**src/rtl/imw_pkg.sv**
```systemverilog
// ---------------------------------------------------------------------------
// imw_pkg
// Shared types and constants of the wildcard name matcher.
// ---------------------------------------------------------------------------
package imw_pkg;

    localparam int CFG_IDX_W  = 3;
    localparam int CFG_DATA_W = 64;
    localparam int WORD_COUNT = 6;
    localparam int LEN_W      = 6;
    localparam int CHAR_W     = 8;

    // configuration register indexes
    localparam logic [CFG_IDX_W-1:0] CFG_PATTERN_WORD_LAST = 3'd5;
    localparam logic [CFG_IDX_W-1:0] CFG_PATTERN_LENGTH    = 3'd6;
    localparam logic [CFG_IDX_W-1:0] CFG_HIER_DELIM        = 3'd7;

    localparam logic [CHAR_W-1:0] STAR_CHAR    = 8'h2A;
    localparam logic [CHAR_W-1:0] PERCENT_CHAR = 8'h25;
    localparam logic [CHAR_W-1:0] DELIM_RESET  = 8'h2F;

    // front to back queue
    localparam int QUEUE_DEPTH = 2;
    localparam int QUEUE_PTR_W = 1;
    localparam int QUEUE_CNT_W = 2;

    typedef struct packed {
        logic has;
        logic last;
    } imw_flags_t;

endpackage

```
**src/rtl/imw_queue.sv**
```systemverilog
// ---------------------------------------------------------------------------
// imw_queue
// Two-entry queue that decouples the classify front from the nfa back.
// ---------------------------------------------------------------------------
module imw_queue #(
    parameter int WIDTH = 98
) (
    input  logic             clk,
    input  logic             rst_n,
    input  logic             wr_en,
    input  logic [WIDTH-1:0] wr_data,
    output logic             q_full,
    input  logic             rd_en,
    output logic [WIDTH-1:0] rd_data,
    output logic             q_empty
);

    logic [WIDTH-1:0]                  mem_reg [imw_pkg::QUEUE_DEPTH];
    logic [imw_pkg::QUEUE_PTR_W-1:0]   wr_ptr_reg;
    logic [imw_pkg::QUEUE_PTR_W-1:0]   rd_ptr_reg;
    logic [imw_pkg::QUEUE_CNT_W-1:0]   count_reg;
    logic [imw_pkg::QUEUE_CNT_W-1:0]   count_next;
    logic                              do_wr;
    logic                              do_rd;

    assign q_full  = (count_reg == imw_pkg::QUEUE_CNT_W'(imw_pkg::QUEUE_DEPTH));
    assign q_empty = (count_reg == '0);
    assign do_wr   = wr_en && !q_full;
    assign do_rd   = rd_en && !q_empty;
    assign rd_data = mem_reg[rd_ptr_reg];

    always_comb
    begin
        count_next = count_reg;
        if (do_wr && !do_rd)
        begin
            count_next = count_reg + 1'b1;
        end
        else if (do_rd && !do_wr)
        begin
            count_next = count_reg - 1'b1;
        end
    end

    always_ff @(posedge clk or negedge rst_n)
    begin
        if (!rst_n)
        begin
            wr_ptr_reg <= '0;
            rd_ptr_reg <= '0;
            count_reg  <= '0;
        end
        else
        begin
            count_reg <= count_next;
            if (do_wr)
            begin
                wr_ptr_reg <= wr_ptr_reg + 1'b1;
            end
            if (do_rd)
            begin
                rd_ptr_reg <= rd_ptr_reg + 1'b1;
            end
        end
    end

    always_ff @(posedge clk)
    begin
        if (do_wr)
        begin
            mem_reg[wr_ptr_reg] <= wr_data;
        end
    end

    a_no_overflow: assert property (@(posedge clk) disable iff (!rst_n)
        count_reg <= imw_pkg::QUEUE_CNT_W'(imw_pkg::QUEUE_DEPTH))
        else $error("queue count beyond depth");

    a_write_counts: assert property (@(posedge clk) disable iff (!rst_n)
        do_wr && !do_rd |=> count_reg == $past(count_reg) + 1'b1)
        else $error("queue write not counted");

    a_read_counts: assert property (@(posedge clk) disable iff (!rst_n)
        do_rd && !do_wr |=> count_reg == $past(count_reg) - 1'b1)
        else $error("queue read not counted");

endmodule

```
**src/rtl/imw_front.sv**
```systemverilog
// ---------------------------------------------------------------------------
// imw_front
// Configuration registers and byte classification: turns each name byte
// into per-position stay and step masks for the nfa.
// ---------------------------------------------------------------------------
module imw_front #(
    parameter int MAX_CHARS = 48
) (
    input  logic                               clk,
    input  logic                               rst_n,
    input  logic                               cfg_we,
    input  logic [imw_pkg::CFG_IDX_W-1:0]      cfg_index,
    input  logic [imw_pkg::CFG_DATA_W-1:0]     cfg_wdata,
    input  logic                               push,
    input  logic [imw_pkg::CHAR_W-1:0]         name_byte,
    input  logic                               has_byte,
    input  logic                               end_of_name,
    input  logic                               q_full,
    output logic                               full,
    output logic                               q_wr,
    output logic [2*MAX_CHARS+1:0]             q_wdata,
    output logic [MAX_CHARS-1:0]               prop_mask,
    output logic [MAX_CHARS:0]                 end_mask
);

    localparam logic [imw_pkg::LEN_W-1:0] LEN_CAP = imw_pkg::LEN_W'(MAX_CHARS);
    localparam int FLAT_W = imw_pkg::WORD_COUNT * imw_pkg::CFG_DATA_W;

    logic [imw_pkg::CFG_DATA_W-1:0] pattern_word_reg [imw_pkg::WORD_COUNT];
    logic [imw_pkg::LEN_W-1:0]      pattern_length_reg;
    logic [imw_pkg::CHAR_W-1:0]     delim_reg;
    logic [FLAT_W-1:0]              pattern_flat;
    logic [imw_pkg::LEN_W-1:0]      used_len;
    logic [MAX_CHARS-1:0]           stay;
    logic [MAX_CHARS-1:0]           step;
    imw_pkg::imw_flags_t            flags;

    always_ff @(posedge clk or negedge rst_n)
    begin
        if (!rst_n)
        begin
            for (int k = 0; k < imw_pkg::WORD_COUNT; k++)
            begin
                pattern_word_reg[k] <= '0;
            end
            pattern_length_reg <= '0;
            delim_reg          <= imw_pkg::DELIM_RESET;
        end
        else if (cfg_we)
        begin
            case (cfg_index)
                imw_pkg::CFG_PATTERN_LENGTH:
                begin
                    pattern_length_reg <= cfg_wdata[imw_pkg::LEN_W-1:0];
                end
                imw_pkg::CFG_HIER_DELIM:
                begin
                    delim_reg <= cfg_wdata[imw_pkg::CHAR_W-1:0];
                end
                default:
                begin
                    if (cfg_index <= imw_pkg::CFG_PATTERN_WORD_LAST)
                    begin
                        pattern_word_reg[cfg_index] <= cfg_wdata;
                    end
                end
            endcase
        end
    end

    always_comb
    begin
        for (int k = 0; k < imw_pkg::WORD_COUNT; k++)
        begin
            pattern_flat[k*imw_pkg::CFG_DATA_W +: imw_pkg::CFG_DATA_W] = pattern_word_reg[k];
        end
    end

    // lengths above the position count are clamped
    assign used_len = (pattern_length_reg > LEN_CAP) ? LEN_CAP : pattern_length_reg;

    always_comb
    begin
        logic [imw_pkg::CHAR_W-1:0] pc;
        logic                       in_use;
        logic                       is_star;
        logic                       is_pct;
        pc      = '0;
        in_use  = 1'b0;
        is_star = 1'b0;
        is_pct  = 1'b0;
        for (int i = 0; i < MAX_CHARS; i++)
        begin
            pc      = pattern_flat[i*imw_pkg::CHAR_W +: imw_pkg::CHAR_W];
            in_use  = (imw_pkg::LEN_W'(i) < used_len);
            is_star = (pc == imw_pkg::STAR_CHAR);
            is_pct  = (pc == imw_pkg::PERCENT_CHAR);
            // star keeps its position, percent keeps it unless the byte is the delimiter
            stay[i] = in_use && (is_star || (is_pct && (name_byte != delim_reg)));
            step[i] = in_use && !is_star && !is_pct && (pc == name_byte);
            prop_mask[i] = in_use && (is_star || is_pct);
        end
        for (int k = 0; k <= MAX_CHARS; k++)
        begin
            end_mask[k] = (imw_pkg::LEN_W'(k) == used_len);
        end
    end

    assign flags.has  = has_byte;
    assign flags.last = end_of_name;
    assign full       = q_full;
    assign q_wr       = push && !q_full;
    assign q_wdata    = {stay, step, flags};

endmodule

```
**src/rtl/imw_back.sv**
```systemverilog
// ---------------------------------------------------------------------------
// imw_back
// Bit-parallel nfa over pattern positions with wildcard closure, plus the
// result register.
// ---------------------------------------------------------------------------
module imw_back #(
    parameter int MAX_CHARS = 48
) (
    input  logic                  clk,
    input  logic                  rst_n,
    input  logic                  q_empty,
    input  logic [MAX_CHARS-1:0]  stay,
    input  logic [MAX_CHARS-1:0]  step,
    input  imw_pkg::imw_flags_t   flags,
    input  logic [MAX_CHARS-1:0]  prop_mask,
    input  logic [MAX_CHARS:0]    end_mask,
    output logic                  q_rd,
    input  logic                  pop,
    output logic                  empty,
    output logic                  matched
);

    localparam int N = MAX_CHARS + 1;

    logic [N-1:0] active_reg;
    logic [N-1:0] pin;
    logic [N-1:0] set_cl;
    logic [N-1:0] adv;
    logic [N-1:0] adv_cl;
    logic [N-1:0] set_used;
    logic         hit;
    logic         go;
    logic         out_valid_reg;
    logic         matched_reg;

    // parallel prefix over runs of wildcards, log2 levels
    function automatic logic [N-1:0] close_set(input logic [N-1:0] s,
                                               input logic [N-1:0] p_in);
        logic [N-1:0] g;
        logic [N-1:0] p;
        g = s;
        p = p_in;
        for (int d = 1; d < N; d = d * 2)
        begin
            g = g | (p & (g << d));
            p = p & (p << d);
        end
        return g;
    endfunction

    // bit k can be reached from bit k-1 through a wildcard at k-1
    assign pin      = {prop_mask, 1'b0};
    assign set_cl   = close_set(active_reg, pin);
    assign adv      = {1'b0, set_cl[MAX_CHARS-1:0] & stay}
                    | {set_cl[MAX_CHARS-1:0] & step, 1'b0};
    assign adv_cl   = close_set(adv, pin);
    assign set_used = flags.has ? adv_cl : set_cl;
    assign hit      = |(set_used & end_mask);

    // a last item needs room in the result register
    assign go    = !q_empty && (!flags.last || !out_valid_reg || pop);
    assign q_rd  = go;
    assign empty = !out_valid_reg;
    assign matched = matched_reg;

    always_ff @(posedge clk or negedge rst_n)
    begin
        if (!rst_n)
        begin
            active_reg    <= N'(1);
            out_valid_reg <= 1'b0;
        end
        else
        begin
            if (go && flags.last)
            begin
                active_reg <= N'(1);
            end
            else if (go && flags.has)
            begin
                active_reg <= adv_cl;
            end
            if (go && flags.last)
            begin
                out_valid_reg <= 1'b1;
            end
            else if (pop)
            begin
                out_valid_reg <= 1'b0;
            end
        end
    end

    always_ff @(posedge clk)
    begin
        if (go && flags.last)
        begin
            matched_reg <= hit;
        end
    end

    a_result_lands: assert property (@(posedge clk) disable iff (!rst_n)
        go && flags.last |=> out_valid_reg)
        else $error("finished name produced no result");

    a_restart: assert property (@(posedge clk) disable iff (!rst_n)
        go && flags.last |=> active_reg == N'(1))
        else $error("nfa not restarted after end of name");

    a_no_overwrite: assert property (@(posedge clk) disable iff (!rst_n)
        out_valid_reg && !pop |-> !(go && flags.last))
        else $error("waiting result overwritten");

    a_idle_holds: assert property (@(posedge clk) disable iff (!rst_n)
        !go |=> $stable(active_reg))
        else $error("nfa state moved without an item");

endmodule

```
**src/rtl/imap_wildcard_match.sv**
```systemverilog
// ---------------------------------------------------------------------------
// imap_wildcard_match
// Matches a streamed mailbox name against a list wildcard pattern.
// ---------------------------------------------------------------------------
// Usage: load the pattern with cfg_we/cfg_index/cfg_wdata (indexes 0-5 are
// the pattern words, 6 the length, 7 the hierarchy delimiter), then push the
// name one byte per item. '*' matches any run, '%' any run without the
// delimiter. The item with end_of_name set yields one matched result; an item
// with has_byte low and end_of_name set tests the empty name.
// Input side: push/full, taken when push is high and full is low. A new item
// is taken every cycle while full is low. Output side: empty/pop, result shown
// while empty is low, removed when pop is high.
// Path: a last item is written into a two-entry queue at its push edge, runs
// through the nfa once it is at the queue head and its result is registered
// in the result register, which lowers empty. Throughput is one item per
// cycle while no waiting result holds a last item at the queue head; the nfa
// update (advance plus two log-depth closures) is combinational.
// Reset: the queue and result are emptied, the nfa is at the start position,
// the pattern is empty and the delimiter is '/'.
// When pop is held low a waiting result stalls the next last item at the queue
// head and all items behind it; the queue then fills and full rises.
// ---------------------------------------------------------------------------
module imap_wildcard_match #(
    parameter int MAX_PATTERN_CHARS = 48
) (
    input  logic                               clk,
    input  logic                               rst_n,
    input  logic                               cfg_we,
    input  logic [imw_pkg::CFG_IDX_W-1:0]      cfg_index,
    input  logic [imw_pkg::CFG_DATA_W-1:0]     cfg_wdata,
    input  logic                               push,
    output logic                               full,
    input  logic [imw_pkg::CHAR_W-1:0]         name_byte,
    input  logic                               has_byte,
    input  logic                               end_of_name,
    output logic                               empty,
    input  logic                               pop,
    output logic                               matched
);

    localparam int M = MAX_PATTERN_CHARS;
    localparam int ENTRY_W = 2 * M + 2;

    logic                   q_full;
    logic                   q_wr;
    logic [ENTRY_W-1:0]     q_wdata;
    logic [ENTRY_W-1:0]     q_rdata;
    logic                   q_rd;
    logic                   q_empty;
    logic [M-1:0]           prop_mask;
    logic [M:0]             end_mask;
    imw_pkg::imw_flags_t    head_flags;

    imw_front #(
        .MAX_CHARS (M)
    ) u_front (
        .clk         (clk),
        .rst_n       (rst_n),
        .cfg_we      (cfg_we),
        .cfg_index   (cfg_index),
        .cfg_wdata   (cfg_wdata),
        .push        (push),
        .name_byte   (name_byte),
        .has_byte    (has_byte),
        .end_of_name (end_of_name),
        .q_full      (q_full),
        .full        (full),
        .q_wr        (q_wr),
        .q_wdata     (q_wdata),
        .prop_mask   (prop_mask),
        .end_mask    (end_mask)
    );

    imw_queue #(
        .WIDTH (ENTRY_W)
    ) u_queue (
        .clk     (clk),
        .rst_n   (rst_n),
        .wr_en   (q_wr),
        .wr_data (q_wdata),
        .q_full  (q_full),
        .rd_en   (q_rd),
        .rd_data (q_rdata),
        .q_empty (q_empty)
    );

    assign head_flags = q_rdata[1:0];

    imw_back #(
        .MAX_CHARS (M)
    ) u_back (
        .clk       (clk),
        .rst_n     (rst_n),
        .q_empty   (q_empty),
        .stay      (q_rdata[ENTRY_W-1 -: M]),
        .step      (q_rdata[M+1:2]),
        .flags     (head_flags),
        .prop_mask (prop_mask),
        .end_mask  (end_mask),
        .q_rd      (q_rd),
        .pop       (pop),
        .empty     (empty),
        .matched   (matched)
    );

endmodule

```
**config.mk**
```make
export PLATFORM = sky130hd
export DESIGN_NAME = imap_wildcard_match
export DESIGN_NICKNAME = d
export VERILOG_FILES = /design/src/rtl/imw_pkg.sv /design/src/rtl/imw_queue.sv /design/src/rtl/imw_front.sv /design/src/rtl/imw_back.sv /design/src/rtl/imap_wildcard_match.sv
export SDC_FILE = /design/constraint.sdc
export NUM_CORES = 2
export LEC_CHECK = 0
export BUFFER_PORTS_ARGS = -buffer_cell sky130_fd_sc_hd__buf_2
export CAP_MARGIN = 20
export CORE_UTILIZATION = 45
export CTS_CLUSTER_DIAMETER = 120
export DETAILED_ROUTE_END_ITERATION = 8
export SLEW_MARGIN = 10
export SYNTH_ARGS = -nofsm -noshare
export SYNTH_HDL_FRONTEND = slang
export SYNTH_SLANG_ARGS = --single-unit
```
**constraint.sdc**
```tcl
create_clock -name clk -period 5.75 [get_ports clk]
set_input_delay 0.575 -clock clk [delete_from_list [all_inputs] [get_ports clk]]
set_output_delay 0.575 -clock clk [all_outputs]
set_load 0.05 [all_outputs]
```
==> results_dict.tcl <==
set metrics [dict create \
    h-tree-depth 3 \
    fillers 7054 \
    ctsRootBufferMaster "clkbuf_16" \
    ys_seq_elements 649 \
    r2r_start "u_front.pattern_length_reg[1]" \
    grt_pass1_vias 34110 \
    synthTopCellsByArea "dfrtp_1 (30%), edfxtp_1 (16%), mux2_2 (13%)" \
    drc_errors 0 \
    synth_ff_type "dfrtp_1" \
    start_kind "flip-flop" \
    relSlewSlack_pct 19.81 \
    design_area_um2 46990 \
    cts.sinks 649 \
    gr-total-overflow 0 \
    ff2ff_path_depth 24 \
    die_h_um 290.9 \
    end_kind "flip-flop" \
    period_share_pct 98.57 \
    postPlaceCellArea_um2 43990 \
    vias 33700 \
    setup_viol 0 \
    yosysTopAreaCell "dfrtp_1" \
    rrSetupSlack_ns 0.08 \
    stdcell_count 5203 \
    synth_common_cells "dfrtp_1 (446), mux2_2 (444), xnor2_1 (256)" \
    crit_fanout 11 \
    cts_tree "done" \
    hold_viol_final 0 \
    place_congestion 1.079 \
    yosys_warnings 0 \
    nets 4153 \
    crit_slowest_cell "or4b_4" \
    hp-start "has_byte" \
    fin_crit_ns 5.668 \
    power.density_nw_per_um2 352.3 \
    cp.required_ns 6.13 \
    die_x_um 290.9 \
    cap_violations 0 \
    synth_area_per_cell_um2 11.08 \
    clkTransAtPathRegs_ns 0.07 \
    hold_class "input pin to flip-flop" \
    ir_drop_mv 0.2960 \
    cts_buffers 77 \
    drive_gt1_share_pct 35.87 \
    drt_wl_total_um 172300 \
    dieArea_um2 84590 \
    path_class "flip-flop to flip-flop" \
    synth-edff-count 197 \
    dp_cells 5057 \
    drt_iter0_markers 3313 \
    yosys.area.top_type_share_pct 29.73 \
    clock.fmax_mhz 176.4 \
    min_to "u_queue.mem_reg[1][1]" \
    hold_depth 1 \
    largest_reg_flops 384 \
    syn_inst 3390 \
    drtPass1Iterations 5 \
    grt_pass1_wl_um 244900 \
    power_mw 16.56 \
    fin_setup_tns_ns 0 \
    grt_start_max_net_pins 157 \
    yosysSeqAreaShare_pct 45.90 \
    coreArea_um2 82370 \
    drv_slew 0 \
    syn_area_um2 37550 \
    multi_input_area_um2 20110 \
    wl_per_cell_um 33.11 \
    clkLatencyLatePin_ns 0.65 \
    synth_cell_type_count 94 \
    skew_ns 0.02461 \
    cp.arrival_ns 6.05 \
    crit_top_cell "buf_4" \
    antenna_left 0 \
    grtUsageTotal_pct 40.39 \
    synthArstFlopShare_pct 69.65 \
    port_buffers 84 \
    initial_utilization_pct 45.58 \
    leakagePower_nw 18.64 \
    area_delta_synth_final_pct 25.16 \
    tightest_slew_ns 1.193 \
    regToRegEndpoint "u_back.matched" \
    yosysMostFrequentCell "dfrtp_1" \
    clockBufferDepth 3 \
    grt_antenna_before_repair 11 \
    viasPerCell 6.477 \
    status "finished, final reports clean" \
    utilization_pct 57.05 \
    ios 85 \
    regArea_um2 17240 \
    hpwl_um 135100 \
    rows 105 \
    synth.net_count 3473 \
    cp_cell_sequence "buf_4, buf_4, o21a_1, buf_4, o221a_2, a21oi_4, buf_4, o311ai_1, buf_4, buf_4, nand4_1, o211ai_1, buf_4, nand2_1, o2111ai_1, buf_4, a21oi_2, o211ai_1, o21ai_2, a31oi_1, or4b_4, a311o_1, nor4_1, nand4b_1" \
    max_stage_delay_ns 0.57 \
]
## cells in the final DEF, fill, tap and decap left out, types with 28 or more instances in the layout
cell | netlist | final
a21o_1 | 38 | 38
nand3_1 | 52 | 52
dfrtp_1 | 446 | 443
mux2_2 | 444 | 444
a21oi_1 | 141 | 132
nor3_1 | 57 | 52
buf_4 | 1 | 670
clkbuf_16 | 0 | 79
o21ai_0 | 141 | 133
nand4_1 | 81 | 81
nand2_1 | 189 | 189
edfxtp_1 | 197 | 197
nor4b_1 | 46 | 41
nor4bb_1 | 84 | 76
nor2_1 | 159 | 150
nor4_1 | 72 | 68
a211oi_1 | 34 | 28
o21a_1 | 44 | 44
mux2i_1 | 50 | 49
xnor2_1 | 256 | 256
xor2_1 | 141 | 141
o211ai_1 | 29 | 29
buf_2 | 17 | 76
inv_1 | 28 | 28
## stage by stage
| stage | hold WS (ns) | setup WS (ns) |
|---|---|---|
| after floorplan | 0.2794 | 0.4509 |
| after global placement | 0.4745 | -0.9365 |
| after detailed placement | 0.4884 | -0.7769 |
| after CTS | 0.09829 | 0.006685 |
| after global routing | 0.1060 | -0.07562 |
| final | 0.1211 | 0.08229 |
## worst max-delay path, delay by kind of cell, from the launching register on
kind	cells	cell delay, ns
AO/OA/AOI/OAI	11	2.30
buffers and inverters	8	1.48
AND/OR/NAND/NOR	5	1.20
flip-flops	1	0.40
## how the worst max path moves through the flow
stage | from | end | slack [ns]
final | u_front.pattern_length_reg[1] | u_back.matched | 0.08
after global routing | u_front.pattern_length_reg[3] | u_back.matched | -0.08
after global placement | u_front.pattern_length_reg[2] | u_back.matched | -0.94
after CTS | u_front.pattern_length_reg[1] | u_back.matched | 0.007
after detailed placement | u_front.pattern_length_reg[2] | u_back.matched | -0.78
after floorplan | push | u_queue.mem_reg[0][0] | 0.45
## where the power goes
group | internal (mW) | switching, mW
clock network | 2.83 | 2.08
registers | 5.81 | 0.822
logic | 2.05 | 2.96
## per-layer routing
layer,track usage [%],part of all wire (%),vias to the layer above
met4,20.66,6.2,2
li1,-,-,14310
met5,0,0.0075,-
met1,52.88,41,17260
met3,6.429,7.1,464
met2,64.81,46,1663
## layout make-up
type / count / share of cell area, %
multi-input cells: 2554 / 42.79
flip-flops and latches: 649 / 36.69
repair buffers: 760 / 12.08
clock buffers: 112 / 4.684
well taps: 1070 / 2.849
clock inverters: 29 / 0.6790
inverters: 28 / 0.2237
diodes: 1 / 0.005325
## kinds of logic (layout without fill, tap and decap cells)
family / count (synthesis) / after routing / share of synthesized area [%]
and+or+nand+nor: 906 / 906 / 14.00
DFF: 649 / 649 / 45.90
adders and majority gates: 1 / 1 / 0.03332
AOI/OAI and AO/OA: 756 / 756 / 14.22
buffers and inverters: 187 / 929 / 1.936
muxes: 494 / 494 / 14.65
other: 0 / 1 / 0
xor gates and xnor gates: 397 / 397 / 9.261
## what timing repair did
action	4_1_cts	5_1_grt
gates resized for setup	37	62
endpoints found under the setup margin	8	12
hold buffers	1	0
endpoints found under the hold margin	63	0
buffers inserted	2	1
pin swaps	6	12
Power figures use the tool's default switching activity.
